File: config.mk
export PLATFORM = sky130hd
export DESIGN_NAME = iies_lane
export DESIGN_NICKNAME = d
export VERILOG_FILES = /design/src/sv/iies_pkg.sv /design/src/sv/iies_lane.sv
export SDC_FILE = /design/constraint.sdc
export NUM_CORES = 1
export LEC_CHECK = 0
export ABC_AREA = 1
export BUFFER_PORTS_ARGS = -buffer_cell sky130_fd_sc_hd__buf_4
export CAP_MARGIN = 25
export CORE_UTILIZATION = 69
export DETAILED_ROUTE_END_ITERATION = 16
export PLACE_DENSITY = 0.88
export SYNTH_ARGS = -nofsm -noshare
export SYNTH_HDL_FRONTEND = slang
export SYNTH_SLANG_ARGS = --single-unit
export TNS_END_PERCENT = 50
File: constraint.sdc
create_clock -name aclk -period 15.1 [get_ports aclk]
set_clock_uncertainty 0.1 [all_clocks]
set_input_delay 4.53 -clock aclk [delete_from_list [all_inputs] [get_ports aclk]]
set_output_delay 4.53 -clock aclk [all_outputs]
set_load 0.005 [all_outputs]
File: src/sv/iies_pkg.sv
// ----------------------------------------------------------------------------
// iies_pkg
// Shared types and constants for the impact event scorer: payload structs,
// register indexes, report codes and the fixed-point severity constants.
// ----------------------------------------------------------------------------
package iies_pkg;

    // input sample and result report
    typedef struct packed {
        logic signed [15:0] accel_x;
        logic signed [15:0] accel_y;
        logic signed [15:0] accel_z;
        logic signed [15:0] gyro_x;
        logic signed [15:0] gyro_y;
        logic signed [15:0] gyro_z;
        logic        [31:0] time_ms;
    } iies_in_t;

    typedef struct packed {
        logic [1:0]  event_kind;
        logic [31:0] duration_ms;
        logic [15:0] peak_accel;
        logic [15:0] peak_gyro;
        logic [9:0]  severity_tenths;
        logic [1:0]  severity_class;
    } iies_out_t;

    // lane to merge stage
    typedef struct packed {
        logic        done;
        logic [15:0] mag;
    } iies_lane_out_t;

    // scorer to control
    typedef struct packed {
        logic       done;
        logic [9:0] tenths;
        logic [1:0] sclass;
    } iies_score_out_t;

    // report kinds
    localparam logic [1:0] KIND_STARTED  = 2'd0;
    localparam logic [1:0] KIND_IGNORED  = 2'd1;
    localparam logic [1:0] KIND_COMPLETE = 2'd2;

    // severity classes
    localparam logic [1:0] CLASS_MINOR     = 2'd0;
    localparam logic [1:0] CLASS_MODERATE  = 2'd1;
    localparam logic [1:0] CLASS_CHECK     = 2'd2;
    localparam logic [1:0] CLASS_EMERGENCY = 2'd3;

    // register indexes
    localparam logic [2:0] REG_START_ACCEL = 3'd0;
    localparam logic [2:0] REG_START_GYRO  = 3'd1;
    localparam logic [2:0] REG_QUIET_ACCEL = 3'd2;
    localparam logic [2:0] REG_QUIET_GYRO  = 3'd3;
    localparam logic [2:0] REG_QUIET_HOLD  = 3'd4;
    localparam logic [2:0] REG_MIN_EVENT   = 3'd5;

    // register reset values
    localparam logic [15:0] RST_START_ACCEL = 16'd2048;
    localparam logic [15:0] RST_START_GYRO  = 16'd2048;
    localparam logic [15:0] RST_QUIET_ACCEL = 16'd192;
    localparam logic [15:0] RST_QUIET_GYRO  = 16'd154;
    localparam logic [15:0] RST_QUIET_HOLD  = 16'd450;
    localparam logic [15:0] RST_MIN_EVENT   = 16'd100;

    // gravity, 9.81 m/s^2 at 1/128 m/s^2
    localparam logic [15:0] GRAVITY_UNITS = 16'd1256;

    // severity ramps
    localparam logic [15:0] RAMP_A_LO   = 16'd2048;
    localparam logic [15:0] RAMP_A_SPAN = 16'd3712;
    localparam logic [15:0] RAMP_G_LO   = 16'd2048;
    localparam logic [15:0] RAMP_G_SPAN = 16'd3072;
    localparam logic [31:0] RAMP_D_LO   = 32'd120;
    localparam logic [31:0] RAMP_D_SPAN = 32'd1080;

    // weights over a common denominator of 2^20 * 27 * 841
    localparam logic [20:0] SEV_CA  = 21'd1123200;
    localparam logic [19:0] SEV_CG  = 20'd630750;
    localparam logic [31:0] SEV_CD  = 32'd2204631040;

    // ceil(2^40 / (27 * 841)): exact floor divide for numerators below 2^25
    localparam logic [25:0] SEV_RECIP = 26'd48421704;

    localparam logic [9:0] SEV_MAX       = 10'd1000;
    localparam logic [9:0] SEV_EMERGENCY = 10'd800;
    localparam logic [9:0] SEV_CHECK     = 10'd600;
    localparam logic [9:0] SEV_MODERATE  = 10'd300;

endpackage

File: src/sv/iies_lane.sv
// ----------------------------------------------------------------------------
// iies_lane
// Vector magnitude lane: sums three squares with one multiplier, then takes
// the floor square root two radicand bits per cycle.
// ----------------------------------------------------------------------------
module iies_lane (
    input  logic                   aclk,
    input  logic                   aresetn,
    input  logic                   start,
    input  logic signed [15:0]     comp_0,
    input  logic signed [15:0]     comp_1,
    input  logic signed [15:0]     comp_2,
    output iies_pkg::iies_lane_out_t lane_out
);

    localparam logic [4:0] STEP_LAST_SQ   = 5'd2;
    localparam logic [4:0] STEP_LAST_ROOT = 5'd18;

    logic               busy_reg;
    logic               done_reg;
    logic [4:0]         step_reg;
    logic signed [15:0] c0_reg, c1_reg, c2_reg;
    logic [31:0]        rad_reg;
    logic [16:0]        rem_reg;
    logic [15:0]        root_reg;

    logic [15:0] abs_v;
    logic [31:0] sq;
    logic [18:0] rem_sh;
    logic [18:0] trial;
    logic        take;

    // square of the component at the head of the shift line
    assign abs_v = c0_reg[15] ? 16'(-c0_reg) : 16'(c0_reg);
    assign sq    = abs_v * abs_v;

    // one root digit
    assign rem_sh = {rem_reg, rad_reg[31:30]};
    assign trial  = {1'b0, root_reg, 2'b01};
    assign take   = rem_sh >= trial;

    // control
    always_ff @(posedge aclk) begin
        if (!aresetn) begin
            busy_reg <= 1'b0;
            done_reg <= 1'b0;
            step_reg <= '0;
        end else begin
            done_reg <= 1'b0;
            if (start) begin
                busy_reg <= 1'b1;
                step_reg <= '0;
            end else if (busy_reg) begin
                step_reg <= step_reg + 5'd1;
                if (step_reg == STEP_LAST_ROOT) begin
                    busy_reg <= 1'b0;
                    done_reg <= 1'b1;
                end
            end
        end
    end

    // datapath
    always_ff @(posedge aclk) begin
        if (start) begin
            c0_reg   <= comp_0;
            c1_reg   <= comp_1;
            c2_reg   <= comp_2;
            rad_reg  <= '0;
            rem_reg  <= '0;
            root_reg <= '0;
        end else if (busy_reg) begin
            if (step_reg <= STEP_LAST_SQ) begin
                rad_reg <= rad_reg + sq;
                c0_reg  <= c1_reg;
                c1_reg  <= c2_reg;
            end else begin
                rad_reg  <= {rad_reg[29:0], 2'b00};
                rem_reg  <= take ? 17'(rem_sh - trial) : 17'(rem_sh);
                root_reg <= {root_reg[14:0], take};
            end
        end
    end

    assign lane_out.done = done_reg;
    assign lane_out.mag  = root_reg;

endmodule

==> flow_summary.json <==
{
  "cp_top_family": "adder cells",
  "relSlewSlack_pct": 43.81,
  "synth_mux_area_share_pct": 0,
  "drc_errors": 0,
  "die_y_um": 148.3,
  "grt_pass1_wl_um": 63140,
  "vias": 12570,
  "area_delta_synth_final_pct": 9.139,
  "cp-start-kind": "register",
  "critical_path.max_fanout": 16,
  "globalplace.congestion": 0.9720,
  "fin_util_pct": 76.70,
  "worstSetupPathType": "reg2reg",
  "critPathSlowestCell": "fa_1",
  "setup_viol": 0,
  "cts_max_level": 4,
  "numCtsBuffers": 17,
  "dieArea_mm2": 0.02200,
  "finalCriticalPeriod_ns": 7.845,
  "maxCapViolations": 0,
  "synth_area_per_cell_um2": 7.730,
  "yosys.area_share.simple_pct": 20.34,
  "ant_nets": 0,
  "wl_per_cell_um": 16.76,
  "cts-root-buf": "clkbuf_16",
  "largest_reg_flops": 32,
  "postCtsSetupBuffers": 0,
  "status": "completed",
  "layout.nets": 2331,
  "ys.flop_type": "dfxtp_1",
  "start_util_pct": 70.28,
  "synth_compound_area_share_pct": 7.436,
  "postSynthCellCount": 1911,
  "worstPathArrival_ns": 8.09,
  "hp-class": "reg2reg",
  "yosysWarnings": 0,
  "yosys.area_share.xor_xnor_pct": 2.355,
  "synth_edf_count": 48,
  "hold_viol": 0,
  "wl_um": 37790,
  "netlist_area_mm2": 0.01477,
  "clkSinkCount": 120,
  "antenna_cells": 0,
  "clkSlewWorstSetupHoldPaths_ns": 0.06,
  "max_freq_ghz": 0.1275,
  "finalNonFillerCells": 2255,
  "path_buf_inv": 8,
  "cp-end-kind": "register",
  "num_rows": 53,
  "period_share_pct": 51.95,
  "cts.hold.buffers_added": 0,
  "first_iter_violations": 1080,
  "ios": 68,
  "yosysTopAreaCell": "fa_1",
  "synth_top_family_by_area": "adder cells",
  "grt_max_degree": 70,
  "yosys-top-cells-area": "fa_1, inv_1, nand2_1, ha_1, dfxtp_1",
  "worstSkewPairLatency_ns": 0.42,
  "crit_path_max_incr_delay_ns": 0.55,
  "grt_usage_pct": 36.86,
  "synth.distinct_cells": 54,
  "yosysTopAreaCellShare_pct": 26.15,
  "rsz0062_at_grt": "no",
  "ys_ff_latch": 120,
  "viasPerCell": 5.573,
  "cts_resized": 0,
  "required_ns": 15.35,
  "dr.pass1.iters": 6,
  "clk_path_buf_depth": 2,
  "grt_pass1_vias": 13210,
  "antenna_found_initial": 0,
  "dpl.cell_count": 2221,
  "die_w_um": 148.3,
  "portBuffers": 67,
  "worst_pin_slew_ns": 0.8429,
  "ys_seq_area_share_pct": 19.51,
  "grt_overflow_total": 0,
  "async_reset_ff_share_pct": 0,
  "cts_tree": "yes",
  "drive_gt1_share_pct": 8.485,
  "dp_hpwl_um": 28890,
  "finalSetupTns_ns": 0,
  "slew_violations": 0,
  "coreArea_mm2": 0.02102,
  "synth-adder-area-share_pct": 36.32
}
cell type report:
type / count / area, um^2
multi-input combinational: 1265 / 9863
clock inverter: 15 / 173.9
sequential: 120 / 2883
clock buffer: 17 / 425.4
timing repair buffer: 78 / 613.1
inverter: 485 / 1821
fill: 1517 / 4898
tap: 275 / 344.1
per-layer routing:
layer | part of all wire (%) | track usage (%) | up-vias | wire length (um)
li1 | - | - | 5906 | -
met1 | 39 | 43.49 | 6002 | 14780
met3 | 6.4 | 4.877 | 118 | 2404
met4 | 4.0 | 17.22 | 0 | 1512
met5 | 0 | 0 | - | 0
met2 | 51 | 66.48 | 541 | 19090
cells in the mapped netlist, types with 24 or more instances:
library cell	count
a21oi_1	98
inv_1	463
dfxtp_1	72
nand2_1	407
ha_1	120
nand3_1	71
o21ai_0	43
nand3b_1	24
fa_1	193
nor2_1	139
edfxtp_1	48
clkbuf_1	26
placed cells by master, fill, tap and decap left out, types with 3 or more instances in the layout:
cell type / count
inv_1: 463
nand2_1: 406
fa_1: 193
nor2_1: 138
ha_1: 120
a21oi_1: 98
buf_4: 76
dfxtp_1: 72
nand3_1: 71
edfxtp_1: 48
o21ai_0: 42
nand3b_1: 24
xor2_1: 23
inv_2: 20
o22ai_1: 17
clkbuf_16: 17
nand2_2: 16
nand4_1: 15
nor3_1: 15
xnor2_1: 13
a31oi_1: 11
conb_1: 10
o21ai_1: 9
nor2_2: 6
clkinv_1: 4
a21o_1: 4
inv_6: 4
or2_1: 3
o21bai_1: 3
a21oi_2: 3
clkinvlp_4: 3
bufinv_16: 3
final timing paths:
check                           from                        to  slack (ns)  cells after the start
max              c0_reg[0]$_DFFE_PP_  rad_reg[23]$_SDFFE_PP0P_        7.26                     31
min          rad_reg[4]$_SDFFE_PP0P_   rad_reg[4]$_SDFFE_PP0P_        0.37                      2
max reg2reg      c0_reg[0]$_DFFE_PP_  rad_reg[23]$_SDFFE_PP0P_        7.26                     31
min reg2reg  rad_reg[4]$_SDFFE_PP0P_   rad_reg[4]$_SDFFE_PP0P_        0.37                      2
kinds of logic after synthesis:
kind of cell               Yosys count
other                                2
buffers and inverters              534
and+or+nand+nor                    705
DFF                                120
xor gates and xnor gates            38
AOI/OAI and AO/OA                  199
adders and majority gates          313
worst min-delay path, delay by kind of cell, from the launching register on:
kind               cells  cell delay [ns]
AOI/OAI and AO/OA      1             0.06
DFF                    1             0.31
and+or+nand+nor        1             0.06
stage by stage:
stage | hold WS, ns | setup WS (ns) | area (um^2)
6_report | 0.3672 | 7.255 | 16120
5_1_grt | 0.4070 | 6.754 | 16120
4_1_cts | 0.3675 | 7.297 | 16100
3_5_place_dp | 0.3580 | 7.309 | 15500
3_3_place_gp | 0.3544 | 7.437 | 15470
2_1_floorplan | 0.3453 | 8.193 | 14800
Power is not shown: default switching activity piles up to over one toggle a cycle in this logic, so the estimate is an artifact.
