## src/sv/iies_pkg.sv

```systemverilog
// ----------------------------------------------------------------------------
// iies_pkg
// Shared types and constants for the impact event scorer: payload structs,
// register indexes, report codes and the fixed-point severity constants.
// ----------------------------------------------------------------------------
package iies_pkg;

    // input sample and result report
    typedef struct packed {
        logic signed [15:0] accel_x;
        logic signed [15:0] accel_y;
        logic signed [15:0] accel_z;
        logic signed [15:0] gyro_x;
        logic signed [15:0] gyro_y;
        logic signed [15:0] gyro_z;
        logic        [31:0] time_ms;
    } iies_in_t;

    typedef struct packed {
        logic [1:0]  event_kind;
        logic [31:0] duration_ms;
        logic [15:0] peak_accel;
        logic [15:0] peak_gyro;
        logic [9:0]  severity_tenths;
        logic [1:0]  severity_class;
    } iies_out_t;

    // lane to merge stage
    typedef struct packed {
        logic        done;
        logic [15:0] mag;
    } iies_lane_out_t;

    // scorer to control
    typedef struct packed {
        logic       done;
        logic [9:0] tenths;
        logic [1:0] sclass;
    } iies_score_out_t;

    // report kinds
    localparam logic [1:0] KIND_STARTED  = 2'd0;
    localparam logic [1:0] KIND_IGNORED  = 2'd1;
    localparam logic [1:0] KIND_COMPLETE = 2'd2;

    // severity classes
    localparam logic [1:0] CLASS_MINOR     = 2'd0;
    localparam logic [1:0] CLASS_MODERATE  = 2'd1;
    localparam logic [1:0] CLASS_CHECK     = 2'd2;
    localparam logic [1:0] CLASS_EMERGENCY = 2'd3;

    // register indexes
    localparam logic [2:0] REG_START_ACCEL = 3'd0;
    localparam logic [2:0] REG_START_GYRO  = 3'd1;
    localparam logic [2:0] REG_QUIET_ACCEL = 3'd2;
    localparam logic [2:0] REG_QUIET_GYRO  = 3'd3;
    localparam logic [2:0] REG_QUIET_HOLD  = 3'd4;
    localparam logic [2:0] REG_MIN_EVENT   = 3'd5;

    // register reset values
    localparam logic [15:0] RST_START_ACCEL = 16'd2048;
    localparam logic [15:0] RST_START_GYRO  = 16'd2048;
    localparam logic [15:0] RST_QUIET_ACCEL = 16'd192;
    localparam logic [15:0] RST_QUIET_GYRO  = 16'd154;
    localparam logic [15:0] RST_QUIET_HOLD  = 16'd450;
    localparam logic [15:0] RST_MIN_EVENT   = 16'd100;

    // gravity, 9.81 m/s^2 at 1/128 m/s^2
    localparam logic [15:0] GRAVITY_UNITS = 16'd1256;

    // severity ramps
    localparam logic [15:0] RAMP_A_LO   = 16'd2048;
    localparam logic [15:0] RAMP_A_SPAN = 16'd3712;
    localparam logic [15:0] RAMP_G_LO   = 16'd2048;
    localparam logic [15:0] RAMP_G_SPAN = 16'd3072;
    localparam logic [31:0] RAMP_D_LO   = 32'd120;
    localparam logic [31:0] RAMP_D_SPAN = 32'd1080;

    // weights over a common denominator of 2^20 * 27 * 841
    localparam logic [20:0] SEV_CA  = 21'd1123200;
    localparam logic [19:0] SEV_CG  = 20'd630750;
    localparam logic [31:0] SEV_CD  = 32'd2204631040;

    // ceil(2^40 / (27 * 841)): exact floor divide for numerators below 2^25
    localparam logic [25:0] SEV_RECIP = 26'd48421704;

    localparam logic [9:0] SEV_MAX       = 10'd1000;
    localparam logic [9:0] SEV_EMERGENCY = 10'd800;
    localparam logic [9:0] SEV_CHECK     = 10'd600;
    localparam logic [9:0] SEV_MODERATE  = 10'd300;

endpackage

```

## src/sv/iies_score.sv

```systemverilog
// ----------------------------------------------------------------------------
// iies_score
// Severity unit: squared accel and gyro ramps and the linear duration ramp
// weighted over a common denominator, summed, then divided by that denominator through a reciprocal multiply.
// ----------------------------------------------------------------------------
module iies_score (
    input  logic        aclk,
    input  logic        aresetn,
    input  logic        start,
    input  logic [15:0] peak_accel,
    input  logic [15:0] peak_gyro,
    input  logic [31:0] duration,
    output iies_pkg::iies_score_out_t score_out
);

    localparam logic [3:0] STEP_SQUARE = 4'd0;
    localparam logic [3:0] STEP_MUL_A  = 4'd1;
    localparam logic [3:0] STEP_MUL_G  = 4'd2;
    localparam logic [3:0] STEP_MUL_D  = 4'd3;
    localparam logic [3:0] STEP_SUM    = 4'd4;
    localparam logic [3:0] STEP_LAST   = 4'd5;

    logic        busy_reg;
    logic        done_reg;
    logic [3:0]  step_reg;
    logic [11:0] ra_reg, rg_reg;
    logic [10:0] rd_reg;
    logic [23:0] a2_reg, g2_reg;
    logic [45:0] prod_reg;
    logic [45:0] num_reg;
    logic [9:0]  quo_reg;

    logic [11:0] ra, rg;
    logic [10:0] rd;
    logic [15:0] a_off, g_off;
    logic [31:0] d_off;
    logic [44:0] mul_a;
    logic [43:0] mul_g;
    logic [42:0] mul_d;
    logic [24:0] num_hi;
    logic [50:0] quo_prod;
    logic [9:0]  tenths;

    // clamped ramps
    assign a_off = peak_accel - iies_pkg::RAMP_A_LO;
    assign g_off = peak_gyro - iies_pkg::RAMP_G_LO;
    assign d_off = duration - iies_pkg::RAMP_D_LO;

    always_comb begin
        if (peak_accel <= iies_pkg::RAMP_A_LO) begin
            ra = '0;
        end else if (a_off >= iies_pkg::RAMP_A_SPAN) begin
            ra = 12'(iies_pkg::RAMP_A_SPAN);
        end else begin
            ra = 12'(a_off);
        end
        if (peak_gyro <= iies_pkg::RAMP_G_LO) begin
            rg = '0;
        end else if (g_off >= iies_pkg::RAMP_G_SPAN) begin
            rg = 12'(iies_pkg::RAMP_G_SPAN);
        end else begin
            rg = 12'(g_off);
        end
        if (duration <= iies_pkg::RAMP_D_LO) begin
            rd = '0;
        end else if (d_off >= iies_pkg::RAMP_D_SPAN) begin
            rd = 11'(iies_pkg::RAMP_D_SPAN);
        end else begin
            rd = 11'(d_off);
        end
    end

    // weighted terms
    assign mul_a = a2_reg * iies_pkg::SEV_CA;
    assign mul_g = g2_reg * iies_pkg::SEV_CG;
    assign mul_d = rd_reg * iies_pkg::SEV_CD;

    // drop the 2^20 factor, then multiply by the reciprocal of 27 * 841
    assign num_hi   = num_reg[44:20];
    assign quo_prod = num_hi * iies_pkg::SEV_RECIP;

    // control
    always_ff @(posedge aclk) begin
        if (!aresetn) begin
            busy_reg <= 1'b0;
            done_reg <= 1'b0;
            step_reg <= '0;
        end else begin
            done_reg <= 1'b0;
            if (start) begin
                busy_reg <= 1'b1;
                step_reg <= '0;
            end else if (busy_reg) begin
                step_reg <= step_reg + 4'd1;
                if (step_reg == STEP_LAST) begin
                    busy_reg <= 1'b0;
                    done_reg <= 1'b1;
                end
            end
        end
    end

    // datapath
    always_ff @(posedge aclk) begin
        if (start) begin
            ra_reg <= ra;
            rg_reg <= rg;
            rd_reg <= rd;
        end else if (busy_reg) begin
            case (step_reg)
                STEP_SQUARE: begin
                    a2_reg <= ra_reg * ra_reg;
                    g2_reg <= rg_reg * rg_reg;
                end
                STEP_MUL_A: begin
                    prod_reg <= 46'(mul_a);
                    num_reg  <= '0;
                end
                STEP_MUL_G: begin
                    prod_reg <= 46'(mul_g);
                    num_reg  <= num_reg + prod_reg;
                end
                STEP_MUL_D: begin
                    prod_reg <= 46'(mul_d);
                    num_reg  <= num_reg + prod_reg;
                end
                STEP_SUM: begin
                    num_reg <= num_reg + prod_reg;
                end
                STEP_LAST: begin
                    // quotient is at most 1000, so ten bits above the shift
                    quo_reg <= quo_prod[49:40];
                end
                default: ;
            endcase
        end
    end

    // clamp and class
    assign tenths = (quo_reg > iies_pkg::SEV_MAX) ? iies_pkg::SEV_MAX : quo_reg;

    always_comb begin
        score_out.done   = done_reg;
        score_out.tenths = tenths;
        if (tenths >= iies_pkg::SEV_EMERGENCY) begin
            score_out.sclass = iies_pkg::CLASS_EMERGENCY;
        end else if (tenths >= iies_pkg::SEV_CHECK) begin
            score_out.sclass = iies_pkg::CLASS_CHECK;
        end else if (tenths >= iies_pkg::SEV_MODERATE) begin
            score_out.sclass = iies_pkg::CLASS_MODERATE;
        end else begin
            score_out.sclass = iies_pkg::CLASS_MINOR;
        end
    end

endmodule

```

## config.mk

```make
export PLATFORM = sky130hd
export DESIGN_NAME = iies_score
export DESIGN_NICKNAME = d
export VERILOG_FILES = /design/src/sv/iies_pkg.sv /design/src/sv/iies_score.sv
export SDC_FILE = /design/constraint.sdc
export NUM_CORES = 2
export LEC_CHECK = 0
export ABC_AREA = 1
export BUFFER_PORTS_ARGS = -buffer_cell sky130_fd_sc_hd__buf_4
export CELL_PAD_IN_SITES_DETAIL_PLACEMENT = 1
export CELL_PAD_IN_SITES_GLOBAL_PLACEMENT = 1
export CORE_ASPECT_RATIO = 1.4
export CORE_UTILIZATION = 46
export DETAILED_ROUTE_END_ITERATION = 12
export MAX_ROUTING_LAYER = met4
export PLACE_DENSITY = 0.86
export SYNTH_ARGS = -nofsm -noshare
export SYNTH_HDL_FRONTEND = slang
export SYNTH_SLANG_ARGS = --single-unit
```

## constraint.sdc

```tcl
create_clock -name aclk -period 5.05 [get_ports aclk]
set_input_delay 1.01 -clock aclk [delete_from_list [all_inputs] [get_ports aclk]]
set_output_delay 1.01 -clock aclk [all_outputs]
set_load 0.1 [all_outputs]
```

==> results.json, run 1 <==
{
  "io_pins": 80,
  "syn_nets": 7238,
  "fp.dieW_microns": 271,
  "status": "did not finish",
  "synth_top_cell_area_share_pct": 29.7,
  "ys_warn_count": 0,
  "grt.overflow.total": 222,
  "cts_made_buffers": 17,
  "postCtsHoldBufs": 0,
  "io_buffers": 79,
  "tool.error": "[ERROR GRT-0232] Routing congestion too high. Check the congestion heatmap in the GUI.",
  "synth_area_sq_mm": 0.0466,
  "synth-seq-cells": 184,
  "root_buffer": "clkbuf_16",
  "seq_area_frac_synth_pct": 11.7,
  "postSynthAreaPerCell_sq_um": 8.18,
  "dp_hpwl_microns": 153000,
  "dp.cells": 7546,
  "htreeDepth": 4,
  "synth_cell_types": 46,
  "haltStage": "global routing",
  "synth_cells": 5704,
  "synth_area_leaders": "fa_1, ha_1, inv_1, edfxtp_1, nand2_1",
  "grtUsageTotal_pct": 59.8,
  "numClockSinks": 184,
  "grt_max_degree": 47,
  "synth_commonest_cells": "inv_1, nand2_1, ha_1, fa_1, nor2_1",
  "die_h_microns": 379,
  "synth-edff-count": 178,
  "worst_path_end_type": "register data pin",
  "worst_endpoint": "prod_reg[38]$_DFFE_PP_/D",
  "dp_slack_ns": -1.07,
  "async_reset_ff_share_pct": 0,
  "num_rows": 137,
  "synth_top_area_cell": "fa_1",
  "ys.flop_type": "edfxtp_1",
  "clock_path_buffers": 2,
  "synth.most_common_cell": "inv_1",
  "gp_congestion": 0.993,
  "start_util_pct": 46.6
}
[per-layer routing]
| layer | GRT usage, % | overflow |
|---|---|---|
| met2 | 84.0 | 136 |
| met1 | 53.4 | 2 |
| met5 | - | - |
| met4 | 67.3 | 84 |
| met3 | 33.2 | 0 |
[logic make-up after synthesis]
logic type               Yosys count  synth area share [%]
AND/OR/NAND/NOR                 1729                  15.5
buffers and inverters           1565                  12.6
adder cells (fa/ha/maj)         1467                  50.5
AO/OA/AOI/OAI                    659                  7.74
flip-flops                       184                  11.7
XOR/XNOR                         100                  1.88
[metrics by stage]
stage               cell area [sq um]  util, %  hold WS (ns)
global placement                53200     53.1         0.507
detailed placement              53200     53.1         0.522
CTS                             56300     56.3         0.536
floorplan                       47400        -         0.472
[repair_timing]
item	4_1_cts
resized for setup	490
pin swaps	180
buffers inserted	94
endpoints found under the setup margin	64
gates cloned	0
==> inputs of run 2 (changes only) <==
CELL_PAD_IN_SITES_DETAIL_PLACEMENT = unset   (was 1)
CELL_PAD_IN_SITES_GLOBAL_PLACEMENT = unset   (was 1)
CORE_ASPECT_RATIO = unset   (was 1.4)
CORE_UTILIZATION = 40   (was 46)
MAX_ROUTING_LAYER = unset   (was met4)
PLACE_DENSITY = unset   (was 0.86)
PLACE_DENSITY_LB_ADDON = 0.15   (was unset)
clock period = 6.57 ns   (was 5.05 ns; I/O delays follow)
==> run 2 against run 1 <==
The run now ends clean. Synthesized cell count unchanged. Area after synthesis unchanged.
==> results.json, run 2 <==
{
  "cpMaxStageDelayCell": "fa_1",
  "drive_gt1_share_pct": 3.12,
  "dr_total_vias": 36200,
  "drt-initial-drc-count": 1812,
  "grt.overflow.total": 0,
  "hp-start": "busy_reg",
  "antenna_found_initial": 0,
  "ys_warn_count": 0,
  "syn_nets": 7238,
  "clk_latency_ns": 0.52,
  "yosys.area_share.simple_pct": 15.5,
  "synth_top_cell_area_share_pct": 29.7,
  "fin_nets": 7325,
  "synth_top_family_by_area": "adder cells",
  "clock_path_buffers": 2,
  "synth_mux_area_share_pct": 0,
  "synth_cell_types": 46,
  "path_max_fanout": 5,
  "grt_pass1_wl_microns": 205000,
  "routed_via_density": 4.95,
  "arrival_ns": 6.37,
  "path_cells": "inv_1 -> fa_1 -> inv_1 -> fa_1 -> inv_1 -> fa_1 -> inv_1 -> fa_1 -> fa_1 -> inv_1 -> fa_1 -> inv_1 -> ha_1 -> nand2_1 -> o21ai_0 -> a21oi_1 -> nand3_1 -> o21ai_0 -> nand3_1",
  "final_common_cell": "inv_1",
  "crit_required_ns": 6.81,
  "fin_crit_ns": 6.14,
  "synthXorXnorAreaFrac_pct": 1.88,
  "dp_hpwl_microns": 113000,
  "fp.dieW_microns": 343,
  "first_global_vias": 37900,
  "synth_compound_area_share_pct": 7.74,
  "max_freq_mhz": 163,
  "postSynthAreaPerCell_sq_um": 8.18,
  "numClockSinks": 184,
  "cpPeakStageDelay_ns": 0.62,
  "finalMaxSlewViolations": 0,
  "gp_congestion": 0.963,
  "slew_headroom_pct": 38.6,
  "status": "finished, final reports clean",
  "ctsResizeCount": 0,
  "routedWlPerCell_microns": 17.3,
  "synth_area_leaders": "fa_1, ha_1, inv_1, edfxtp_1, nand2_1",
  "drtAntennaViolNets": 0,
  "die_h_microns": 343,
  "areaGrowthSynthToFinish_pct": 6.94,
  "timing.rr.start": "g2_reg[17]",
  "hold-worst-slack_ns": 0.529,
  "synth.most_common_cell": "inv_1",
  "critPathLaunch": "g2_reg[17]",
  "synth-edff-count": 178,
  "grtUsageTotal_pct": 22.4,
  "synthAdderAreaFrac_pct": 50.5,
  "firstDrtPassIters": 5,
  "diodes": 0,
  "grt_max_degree": 45,
  "io_pins": 80,
  "critPathCaptureType": "flip-flop",
  "postCtsHoldBufs": 0,
  "post-route-util_pct": 43.4,
  "synth_cells": 5704,
  "rsz0062_at_grt": "false",
  "drc": 0,
  "htreeDepth": 4,
  "root_buffer": "clkbuf_16",
  "mostFrequentLayoutCells": "inv_1, nand2_1, ha_1",
  "maxCapViolCount": 0,
  "setup_tns_ns": 0,
  "synth-seq-cells": 184,
  "synth_area_sq_mm": 0.0466,
  "hold_viol_final": 0,
  "synth_commonest_cells": "inv_1, nand2_1, ha_1, fa_1, nor2_1",
  "start_util_pct": 40.6,
  "seq_area_frac_synth_pct": 11.7,
  "worst_clock_skew_ns": 0.0149,
  "synth_top_area_cell": "fa_1",
  "critPathKind": "flip-flop to flip-flop",
  "start_kind": "flip-flop",
  "coreArea_sq_mm": 0.115,
  "ys.flop_type": "edfxtp_1",
  "largest_reg_flops": 44,
  "min_period_over_period_pct": 93.4,
  "die-area_sq_mm": 0.118,
  "post-cts-setup-buffers": 0,
  "setup_viol": 0,
  "path_clk_slew_ns": 0.08,
  "holdCritPathClass": "flip-flop to flip-flop",
  "io_buffers": 79,
  "num_rows": 124,
  "cts_tree": "done",
  "async_reset_ff_share_pct": 0,
  "finalWirelength_microns": 127000,
  "cts_made_buffers": 17,
  "worstMarginPinSlew_ns": 0.920
}
run 2: cells by family (layout without fill, tap and decap cells):
logic type      Yosys count  in the layout
flops                   184            184
buf+inv                1565           1664
simple gates           1729           1729
compound gates          659            659
fa+ha+maj              1467           1467
xor+xnor                100            100
run 2: final timing paths:
path,depth (start not counted),endpoint,slack [ns]
worst max-delay path,19,prod_reg[23],0.43
worst min-delay path,2,busy_reg,0.53
worst max register to register,19,prod_reg[23],0.43
worst min register to register,2,busy_reg,0.53
run 2: metrics by stage:
step           cell area [sq um]  worst slack (ns)  instances
2_1_floorplan              46600              1.15       5704
3_3_place_gp               49200             0.429       7284
3_5_place_dp               49200             0.429       7284
4_1_cts                    49900             0.420       7315
5_1_grt                    49900             0.136       7315
6_report                   49900             0.432       7315
run 2: final cells by class:
type                            count  area, sq um
Fill cell                       11700        65100
Multi-Input combinational cell   3955        35300
Inverter                         1522         5710
Sequential cell                   184         5470
Tap cell                         1512         1890
Timing Repair Buffer              111          833
Clock buffer                       18          429
Clock inverter                     13          220
run 2: layer usage:
metal / vias up / share of wire (%) / GRT usage [%]
met5: - / 0 / 0
li1: 18000 / - / -
met2: 645 / 48 / 38.9
met4: 0 / 1.9 / 5.12
met3: 102 / 3.2 / 1.83
met1: 17500 / 47 / 30.2
run 2: critical path, delay by kind of cell (launching register included):
family | cells | cell delay [ns]
adders and majority gates | 7 | 3.49
AOI/OAI and AO/OA | 3 | 0.84
and+or+nand+nor | 3 | 0.62
buffers and inverters | 6 | 0.47
DFF | 1 | 0.44
Power of run 2 is left out: the tool's default activity adds up to more than one toggle a clock period on the data nets, which glitch-free logic cannot reach.
